$ cat config.mk
export PLATFORM = sky130hd
export DESIGN_NAME = cdf_percentile_radius_lookup
export DESIGN_NICKNAME = d
export VERILOG_FILES = /design/src/sv/cdfpr_pkg.sv /design/src/sv/cdf_percentile_radius_lookup.sv
export SDC_FILE = /design/constraint.sdc
export NUM_CORES = 2
export LEC_CHECK = 0
export BUFFER_PORTS_ARGS = -buffer_cell sky130_fd_sc_hd__buf_2
export CORE_MARGIN = 2
export CORE_UTILIZATION = 35
export DETAILED_ROUTE_END_ITERATION = 6
export MAX_ROUTING_LAYER = met4
export PLACE_DENSITY = 0.5
export SYNTH_ARGS = -nofsm -noshare
export SYNTH_HDL_FRONTEND = slang
export SYNTH_SLANG_ARGS = --single-unit
$ cat constraint.sdc
create_clock -name clk -period 7.34 [get_ports clk]
set_input_delay 1.101 -clock clk [delete_from_list [all_inputs] [get_ports clk]]
set_output_delay 1.101 -clock clk [all_outputs]
set_load 0.1 [all_outputs]
$ cat src/sv/cdfpr_pkg.sv
package cdfpr_pkg;

    localparam int TABLE_DEPTH = 64;
    localparam int IDX_W       = $clog2(TABLE_DEPTH);
    localparam int CNT_W       = $clog2(TABLE_DEPTH + 1);
    localparam int CFG_W       = 7;
    localparam int PORT_IDX_W  = 6;
    localparam int RADIUS_W    = 24;
    localparam int PROB_W      = 17;
    localparam int PROD_W      = RADIUS_W + PROB_W;
    localparam int DIV_BITS    = 2;
    localparam int DIV_CYCLES  = RADIUS_W / DIV_BITS;
    localparam int DIV_CNT_W   = $clog2(DIV_CYCLES);

    localparam logic [PROB_W-1:0] PROB_ONE = PROB_W'(65536);

    typedef enum logic
    {
        CMD_LOAD  = 1'b0,
        CMD_QUERY = 1'b1
    } cmd_t;

    typedef enum logic [1:0]
    {
        STATUS_OK    = 2'd0,
        STATUS_RANGE = 2'd1,
        STATUS_EMPTY = 2'd2
    } status_t;

    typedef enum logic [3:0]
    {
        ST_IDLE,
        ST_SEARCH,
        ST_COMPARE,
        ST_FETCH,
        ST_TAKE_HI,
        ST_TAKE_LO,
        ST_MULTIPLY,
        ST_DIVIDE,
        ST_FINISH,
        ST_DONE
    } state_t;

endpackage

$ cat src/sv/cdf_percentile_radius_lookup.sv
// Inverse-CDF radius lookup over a table of up to 64 (radius, probability) points held
// in two synchronous memories, each with one write port and one registered read port.
// A load item writes one point and returns a result (radius 0, status ok). A query runs
// a lower-bound binary search, each probe a memory read and then a compare, at most
// seven probes, then reads the two neighboring points, multiplies the radius span by
// the probability offset and divides by the probability span in a restoring divider
// that retires two quotient bits per cycle. Clamped, first-point or equal-probability
// queries skip the divider, and out-of-range or empty-table queries skip the search.
// The block works on one item at a time; item_stall is high while an item is in flight,
// and the result register lets the next item in while an earlier result still waits.
// entry_count may be written at any time the block is idle; cfg_ready is always high.
module cdf_percentile_radius_lookup
(
    input  logic                                clk,
    input  logic                                rst_n,
    input  logic                                cfg_valid,
    output logic                                cfg_ready,
    input  logic [cdfpr_pkg::CFG_W-1:0]         entry_count,
    input  logic                                item_valid,
    output logic                                item_stall,
    input  logic                                command,
    input  logic [cdfpr_pkg::PORT_IDX_W-1:0]    entry_index,
    input  logic [cdfpr_pkg::RADIUS_W-1:0]      entry_radius,
    input  logic [cdfpr_pkg::PROB_W-1:0]        entry_probability,
    input  logic [cdfpr_pkg::PROB_W-1:0]        percentile,
    output logic                                result_valid,
    input  logic                                result_stall,
    output logic [cdfpr_pkg::RADIUS_W-1:0]      radius,
    output logic [1:0]                          status
);

    cdfpr_pkg::state_t state_reg, state_next;

    logic [cdfpr_pkg::CFG_W-1:0]      count_reg;

    logic [cdfpr_pkg::RADIUS_W-1:0]   radius_mem [cdfpr_pkg::TABLE_DEPTH];
    logic [cdfpr_pkg::PROB_W-1:0]     prob_mem   [cdfpr_pkg::TABLE_DEPTH];
    logic [cdfpr_pkg::RADIUS_W-1:0]   rd_radius_reg;
    logic [cdfpr_pkg::PROB_W-1:0]     rd_prob_reg;
    logic [cdfpr_pkg::IDX_W-1:0]      rd_addr;
    logic                             wr_en;

    logic [cdfpr_pkg::PROB_W-1:0]     pct_reg, pct_next;
    logic [cdfpr_pkg::CNT_W-1:0]      n_reg, n_next;
    logic [cdfpr_pkg::CNT_W-1:0]      lo_reg, lo_next;
    logic [cdfpr_pkg::CNT_W-1:0]      hi_reg, hi_next;
    logic [cdfpr_pkg::CNT_W-1:0]      mid_reg, mid_next;
    logic [cdfpr_pkg::CNT_W:0]        mid_sum;
    logic [cdfpr_pkg::CNT_W-1:0]      last_idx;
    logic [cdfpr_pkg::CNT_W-1:0]      below_idx;
    logic                             take_hi_only;

    logic [cdfpr_pkg::RADIUS_W-1:0]   r_hi_reg, r_hi_next;
    logic [cdfpr_pkg::PROB_W-1:0]     p_hi_reg, p_hi_next;
    logic [cdfpr_pkg::RADIUS_W-1:0]   r_lo_reg, r_lo_next;
    logic [cdfpr_pkg::RADIUS_W-1:0]   span_reg, span_next;
    logic [cdfpr_pkg::PROB_W-1:0]     num_reg, num_next;
    logic [cdfpr_pkg::PROB_W-1:0]     den_reg, den_next;
    logic                             desc_reg, desc_next;
    logic [cdfpr_pkg::PROB_W-1:0]     rem_reg, rem_next;
    logic [cdfpr_pkg::RADIUS_W-1:0]   quo_reg, quo_next;
    logic [cdfpr_pkg::DIV_CNT_W-1:0]  div_cnt_reg, div_cnt_next;

    logic [cdfpr_pkg::RADIUS_W-1:0]   res_radius_reg, res_radius_next;
    cdfpr_pkg::status_t               res_status_reg, res_status_next;

    logic                             out_valid_reg;
    logic [cdfpr_pkg::RADIUS_W-1:0]   out_radius_reg;
    cdfpr_pkg::status_t               out_status_reg;
    logic                             push;

    assign cfg_ready    = 1'b1;
    assign item_stall   = (state_reg != cdfpr_pkg::ST_IDLE);
    assign result_valid = out_valid_reg;
    assign radius       = out_radius_reg;
    assign status       = out_status_reg;

    assign mid_sum      = {1'b0, lo_reg} + {1'b0, hi_reg};
    assign last_idx     = n_reg - cdfpr_pkg::CNT_W'(1);
    assign below_idx    = lo_reg - cdfpr_pkg::CNT_W'(1);
    // clamp past the last point, or the first point itself: no interpolation
    assign take_hi_only = (lo_reg >= n_reg) || (lo_reg == '0);

    // table memories, one write and one registered read per cycle
    always_ff @(posedge clk)
    begin
        if (wr_en)
        begin
            radius_mem[cdfpr_pkg::IDX_W'(entry_index)] <= entry_radius;
            prob_mem[cdfpr_pkg::IDX_W'(entry_index)]   <= entry_probability;
        end
        rd_radius_reg <= radius_mem[rd_addr];
        rd_prob_reg   <= prob_mem[rd_addr];
    end

    always_ff @(posedge clk or negedge rst_n)
    begin
        if (!rst_n)
        begin
            state_reg     <= cdfpr_pkg::ST_IDLE;
            count_reg     <= '0;
            out_valid_reg <= 1'b0;
        end
        else
        begin
            state_reg <= state_next;
            if (cfg_valid && cfg_ready)
            begin
                count_reg <= entry_count;
            end
            if (push)
            begin
                out_valid_reg <= 1'b1;
            end
            else if (!result_stall)
            begin
                out_valid_reg <= 1'b0;
            end
        end
    end

    always_ff @(posedge clk)
    begin
        pct_reg        <= pct_next;
        n_reg          <= n_next;
        lo_reg         <= lo_next;
        hi_reg         <= hi_next;
        mid_reg        <= mid_next;
        r_hi_reg       <= r_hi_next;
        p_hi_reg       <= p_hi_next;
        r_lo_reg       <= r_lo_next;
        span_reg       <= span_next;
        num_reg        <= num_next;
        den_reg        <= den_next;
        desc_reg       <= desc_next;
        rem_reg        <= rem_next;
        quo_reg        <= quo_next;
        div_cnt_reg    <= div_cnt_next;
        res_radius_reg <= res_radius_next;
        res_status_reg <= res_status_next;
        if (push)
        begin
            out_radius_reg <= res_radius_reg;
            out_status_reg <= res_status_reg;
        end
    end

    always_comb
    begin
        logic [cdfpr_pkg::PROD_W-1:0]   prod;
        logic [cdfpr_pkg::PROB_W:0]     trial;
        logic [cdfpr_pkg::PROB_W-1:0]   rem_w;
        logic [cdfpr_pkg::RADIUS_W-1:0] quo_w;
        logic [cdfpr_pkg::RADIUS_W-1:0] q_final;

        state_next      = state_reg;
        pct_next        = pct_reg;
        n_next          = n_reg;
        lo_next         = lo_reg;
        hi_next         = hi_reg;
        mid_next        = mid_reg;
        r_hi_next       = r_hi_reg;
        p_hi_next       = p_hi_reg;
        r_lo_next       = r_lo_reg;
        span_next       = span_reg;
        num_next        = num_reg;
        den_next        = den_reg;
        desc_next       = desc_reg;
        rem_next        = rem_reg;
        quo_next        = quo_reg;
        div_cnt_next    = div_cnt_reg;
        res_radius_next = res_radius_reg;
        res_status_next = res_status_reg;
        rd_addr         = mid_reg[cdfpr_pkg::IDX_W-1:0];
        wr_en           = 1'b0;
        push            = 1'b0;
        prod            = '0;
        trial           = '0;
        rem_w           = rem_reg;
        quo_w           = quo_reg;
        q_final         = '0;

        case (state_reg)
            cdfpr_pkg::ST_IDLE:
            begin
                if (item_valid)
                begin
                    res_radius_next = '0;
                    res_status_next = cdfpr_pkg::STATUS_OK;
                    pct_next        = percentile;
                    lo_next         = '0;
                    if (int'(count_reg) > cdfpr_pkg::TABLE_DEPTH)
                    begin
                        n_next = cdfpr_pkg::CNT_W'(cdfpr_pkg::TABLE_DEPTH);
                    end
                    else
                    begin
                        n_next = cdfpr_pkg::CNT_W'(count_reg);
                    end
                    hi_next    = n_next;
                    state_next = cdfpr_pkg::ST_DONE;
                    if (command == cdfpr_pkg::CMD_LOAD)
                    begin
                        wr_en = (int'(entry_index) < cdfpr_pkg::TABLE_DEPTH);
                    end
                    else if (percentile > cdfpr_pkg::PROB_ONE)
                    begin
                        res_status_next = cdfpr_pkg::STATUS_RANGE;
                    end
                    else if (count_reg == '0)
                    begin
                        res_status_next = cdfpr_pkg::STATUS_EMPTY;
                    end
                    else
                    begin
                        state_next = cdfpr_pkg::ST_SEARCH;
                    end
                end
            end

            cdfpr_pkg::ST_SEARCH:
            begin
                mid_next = mid_sum[cdfpr_pkg::CNT_W:1];
                rd_addr  = mid_next[cdfpr_pkg::IDX_W-1:0];
                if (lo_reg < hi_reg)
                begin
                    state_next = cdfpr_pkg::ST_COMPARE;
                end
                else
                begin
                    state_next = cdfpr_pkg::ST_FETCH;
                end
            end

            cdfpr_pkg::ST_COMPARE:
            begin
                if (rd_prob_reg < pct_reg)
                begin
                    lo_next = mid_reg + cdfpr_pkg::CNT_W'(1);
                end
                else
                begin
                    hi_next = mid_reg;
                end
                state_next = cdfpr_pkg::ST_SEARCH;
            end

            cdfpr_pkg::ST_FETCH:
            begin
                if (lo_reg >= n_reg)
                begin
                    rd_addr = last_idx[cdfpr_pkg::IDX_W-1:0];
                end
                else
                begin
                    rd_addr = lo_reg[cdfpr_pkg::IDX_W-1:0];
                end
                state_next = cdfpr_pkg::ST_TAKE_HI;
            end

            cdfpr_pkg::ST_TAKE_HI:
            begin
                r_hi_next = rd_radius_reg;
                p_hi_next = rd_prob_reg;
                rd_addr   = below_idx[cdfpr_pkg::IDX_W-1:0];
                if (take_hi_only)
                begin
                    res_radius_next = rd_radius_reg;
                    state_next      = cdfpr_pkg::ST_DONE;
                end
                else
                begin
                    state_next = cdfpr_pkg::ST_TAKE_LO;
                end
            end

            cdfpr_pkg::ST_TAKE_LO:
            begin
                r_lo_next = rd_radius_reg;
                desc_next = (r_hi_reg < rd_radius_reg);
                if (r_hi_reg < rd_radius_reg)
                begin
                    span_next = rd_radius_reg - r_hi_reg;
                end
                else
                begin
                    span_next = r_hi_reg - rd_radius_reg;
                end
                num_next = pct_reg - rd_prob_reg;
                den_next = p_hi_reg - rd_prob_reg;
                // flat or falling probability step takes the found point's radius
                if (p_hi_reg <= rd_prob_reg)
                begin
                    res_radius_next = r_hi_reg;
                    state_next      = cdfpr_pkg::ST_DONE;
                end
                else
                begin
                    state_next = cdfpr_pkg::ST_MULTIPLY;
                end
            end

            cdfpr_pkg::ST_MULTIPLY:
            begin
                prod = cdfpr_pkg::PROD_W'(span_reg) * cdfpr_pkg::PROD_W'(num_reg);
                // num <= den keeps the upper part below den, so 24 quotient bits suffice
                rem_next     = prod[cdfpr_pkg::PROD_W-1:cdfpr_pkg::RADIUS_W];
                quo_next     = prod[cdfpr_pkg::RADIUS_W-1:0];
                div_cnt_next = '0;
                state_next   = cdfpr_pkg::ST_DIVIDE;
            end

            cdfpr_pkg::ST_DIVIDE:
            begin
                for (int k = 0; k < cdfpr_pkg::DIV_BITS; k++)
                begin
                    trial = {rem_w, quo_w[cdfpr_pkg::RADIUS_W-1]};
                    quo_w = {quo_w[cdfpr_pkg::RADIUS_W-2:0], 1'b0};
                    if (trial >= {1'b0, den_reg})
                    begin
                        rem_w    = cdfpr_pkg::PROB_W'(trial - {1'b0, den_reg});
                        quo_w[0] = 1'b1;
                    end
                    else
                    begin
                        rem_w = trial[cdfpr_pkg::PROB_W-1:0];
                    end
                end
                rem_next     = rem_w;
                quo_next     = quo_w;
                div_cnt_next = div_cnt_reg + cdfpr_pkg::DIV_CNT_W'(1);
                if (div_cnt_reg == cdfpr_pkg::DIV_CNT_W'(cdfpr_pkg::DIV_CYCLES - 1))
                begin
                    state_next = cdfpr_pkg::ST_FINISH;
                end
            end

            cdfpr_pkg::ST_FINISH:
            begin
                // falling radius: floor of the result means rounding the step up
                q_final = quo_reg + cdfpr_pkg::RADIUS_W'(desc_reg && (rem_reg != '0));
                if (desc_reg)
                begin
                    res_radius_next = r_lo_reg - q_final;
                end
                else
                begin
                    res_radius_next = r_lo_reg + q_final;
                end
                state_next = cdfpr_pkg::ST_DONE;
            end

            cdfpr_pkg::ST_DONE:
            begin
                if (!out_valid_reg || !result_stall)
                begin
                    push       = 1'b1;
                    state_next = cdfpr_pkg::ST_IDLE;
                end
            end

            default:
            begin
                state_next = cdfpr_pkg::ST_IDLE;
            end
        endcase
    end

    a_result_from_done: assert property (@(posedge clk) disable iff (!rst_n)
        $rose(out_valid_reg) |-> $past(state_reg == cdfpr_pkg::ST_DONE))
        else $error("result raised outside the done state");

    a_div_remainder: assert property (@(posedge clk) disable iff (!rst_n)
        (state_reg == cdfpr_pkg::ST_DIVIDE) |-> (rem_reg < den_reg))
        else $error("divider remainder not below divisor");

    a_search_bounds: assert property (@(posedge clk) disable iff (!rst_n)
        (state_reg == cdfpr_pkg::ST_SEARCH) |-> (lo_reg <= hi_reg && hi_reg <= n_reg))
        else $error("search bounds out of order");

    a_error_zero_radius: assert property (@(posedge clk) disable iff (!rst_n)
        (out_valid_reg && out_status_reg != cdfpr_pkg::STATUS_OK) |-> (out_radius_reg == '0))
        else $error("error result carries nonzero radius");

endmodule
==> impl_metrics.py <==
metrics = {
    "clock_network": {
        "max-clock-path-buffers": 4,
        "cts_tree": "done",
        "cts_made_buffers": 329,
        "cts_root_buffer": "clkbuf_16",
        "insertion_delay_ps": 980,
        "htreeDepth": 5,
        "clock_sinks": 2943,
        "holdBufCountCts": 0,
        "path_clk_slew_ps": 60,
    },
    "final_layout": {
        "largest_register": "radius_mem",
        "largest_reg_flops": 1536,
        "nets": 10770,
        "final_cell_mix": "2890 x edfxtp_1, 1636 x nand2_1, 585 x inv_1, 496 x nand3_1, 337 x fa_1",
        "top_regs": "radius_mem x1536, prob_mem x1088",
        "layout_commonest_cell": "edfxtp_1",
        "drive_above_1_share_pct": 12.50,
        "final_util_pct": 40.28,
        "areaGrowthSynthToFinish_pct": 14.41,
    },
    "logic_synthesis": {
        "synth_edf_count": 2890,
        "synth_top_family_by_area": "simple AND/OR/NAND/NOR gates",
        "ys_async_sr_fraction_pct": 0.4077,
        "syn-num-nets": 10510,
        "yosysWarnings": 0,
        "syn_avg_cell_area_um2": 13.73,
        "netlist_instances": 9813,
        "synth_xor_area_share_pct": 1.235,
        "synth_flop_cell": "edfxtp_1",
        "yosysSeqAreaShare_pct": 65.26,
        "syn_area_um2": 134700,
        "synthMuxAreaShare_pct": 4.801,
        "synthAdderAreaFrac_pct": 7.610,
        "synthSimpleGateAreaFrac_pct": 10.49,
        "synth_cell_type_count": 86,
        "synth_compound_area_share_pct": 7.099,
        "ys_ff_latch": 2943,
    },
    "placed_design": {
        "port-buffer-count": 104,
        "gp_congestion": 0.8588,
        "dp_hpwl_um": 292600,
    },
    "grt": {
        "grt_pass1_wl_um": 663900,
        "track_usage_pct": 24.61,
        "overflow": 0,
        "antenna_found_initial": 54,
        "grt_start_max_net_pins": 123,
        "grt_pass1_vias": 84690,
    },
    "route": {
        "vias_per_cell": 5.636,
        "drt_iter0_markers": 9834,
        "postRouteAntennaNets": 0,
        "dr.pass1.iters": 7,
        "via_count": 86960,
        "wl_per_cell_um": 30.77,
        "drc": 0,
        "postRouteWirelength_um": 474800,
    },
    "timing": {
        "slew_headroom_pct": 3.408,
        "fmax_mhz": 140.3,
        "finalSetupViolCount": 0,
        "fin_crit_ps": 7129,
        "slew_violations": 0,
        "rsz0062_at_grt": "false",
        "tightest_slew_ps": 1445,
        "hold_violations": 0,
        "clock-skew-final_ps": 88.60,
        "period_share_pct": 97.13,
    },
    "die": {
        "initial_utilization_pct": 35.21,
        "die_width_um": 624.4,
        "die_h_um": 624.4,
        "io_pins": 106,
        "design.core.area_um2": 382600,
        "die-area_um2": 389800,
        "num_rows": 227,
    },
    "setup_path": {
        "required_ps": 7960,
        "r2r-start": "num_reg[11]$_DFFE_PN_",
        "critPathKind": "reg2reg",
        "end_kind": "flop",
        "reg2reg_to": "rem_reg[16]$_DFFE_PP_",
        "startpoint_type": "flop",
        "worstRegToRegCells": 23,
        "worstPathMaxFanout": 16,
        "regToRegSetupSlack_ps": 210,
        "cp.arrival_ps": 7750,
    },
    "flow_run": {
        "maxCapViolCount": 0,
    },
    "min_path": {
        "min_path_type": "in2async",
    },
    "status": {
        "run_status": "finished, final reports clean",
    },
}
[per-layer routing]
layer	track usage [%]	part of all wire [%]	up-vias
met5	-	0	-
met4	9.112	4.0	0
met3	3.721	7.7	770
met1	32.52	41	45440
met2	38.49	47	3787
li1	-	-	36960
[cell usage after synthesis (all sizes together), types with 13 or more instances]
library cell  number  share of area [%]
o31ai             17              0.095
and4              13              0.085
edfxtp          2890                 64
nor2             261               0.73
and3             224                1.0
o21ai            180               0.67
nor4              22               0.10
fa               337                5.0
a22oi             88               0.49
nand4            103               0.48
inv              589                1.6
or3               30               0.14
buf              245                1.0
xnor2            123               0.80
a211oi           276                1.5
a311oi            28               0.18
o21bai            28               0.16
a32oi             43               0.28
o2111ai           20               0.13
nand2b            25               0.12
mux2i            169                1.3
mux4             198                3.3
o211ai            32               0.18
nor3              63               0.23
mux2              28               0.23
o21a              15              0.084
or4               17              0.095
and2             167               0.78
ha               280                2.6
a21o              62               0.35
a31oi            192               0.90
o22ai             14              0.065
dfxtp             41               0.61
xor2              67               0.44
nand2           1639                4.6
nand3            497                1.8
a221oi            35               0.23
clkbuf           296               0.82
a21oi            286                1.1
nor2b             32               0.15
[worst max path at each step]
stage	slack, ps	end	start	cells past startpoint
6_report	210	rem_reg[16]$_DFFE_PP_	num_reg[11]$_DFFE_PN_	23
5_1_grt	5	rem_reg[16]$_DFFE_PP_	span_reg[7]$_DFFE_PN_	24
4_1_cts	30	rem_reg[16]$_DFFE_PP_	num_reg[2]$_DFFE_PN_	23
3_5_place_dp	-110	rem_reg[16]$_DFFE_PP_	num_reg[6]$_DFFE_PN_	24
3_3_place_gp	-10	rem_reg[16]$_DFFE_PP_	num_reg[6]$_DFFE_PN_	24
2_1_floorplan	820	rem_reg[15]$_DFFE_PP_	span_reg[10]$_DFFE_PN_	19
[area by class of cell]
class | count | area, µm²
antenna | 70 | 175.2
clock buffer | 399 | 8673
inverter | 589 | 2213
fill | 35210 | 228500
tap | 5038 | 6304
sequential | 2943 | 87900
multi-input combinational | 5740 | 42840
clock inverter | 184 | 1754
timing repair buffer | 468 | 4242
[critical path, cell delays in order, from the launching register on]
cell	delay, ps
edfxtp_1	560
buf_12	230
and2_1	160
fa_1	530
inv_1	60
fa_1	530
inv_1	60
fa_1	590
fa_1	490
fa_1	500
inv_1	50
fa_1	480
inv_1	40
ha_1	360
nand2_1	90
o21ai_0	450
a22oi_1	200
o2111ai_2	200
nand2_1	150
o31ai_1	420
o41ai_2	130
o21ai_0	230
xnor2_1	180
a22oi_1	120
[cells by family (layout without fill, tap and decap cells)]
logic type | Yosys count | after routing
XOR/XNOR | 190 | 190
buffers and inverters | 1130 | 1640
AO/OA/AOI/OAI | 1419 | 1419
flip-flops | 2943 | 2943
adder cells (fa/ha/maj) | 617 | 617
multiplexers | 395 | 395
AND/OR/NAND/NOR | 3118 | 3118
other | 1 | 71
[metrics by stage]
stage               hold slack [ps]  setup slack [ps]  TNS, ps  instance area, µm²  std cells
floorplan                     400.3             823.1        0              134700       9813
global placement              407.6            -11.99   -11.99              143300      14760
detailed placement            405.4            -107.7   -107.7              143300      14760
CTS                           30.45             30.37        0              153800      15350
global route                  82.62             5.171        0              154100      15410
finish                        80.94             211.0        0              154100      15430
[timing repair]
item                                    4_1_cts  5_1_grt
endpoints found under the setup margin        1        7
pin swaps                                     0        1
gates resized for setup                       1        5
buffers inserted                              7       10
Power is not shown: default switching activity piles up to over one toggle a cycle in this logic, so the estimate is an artifact.
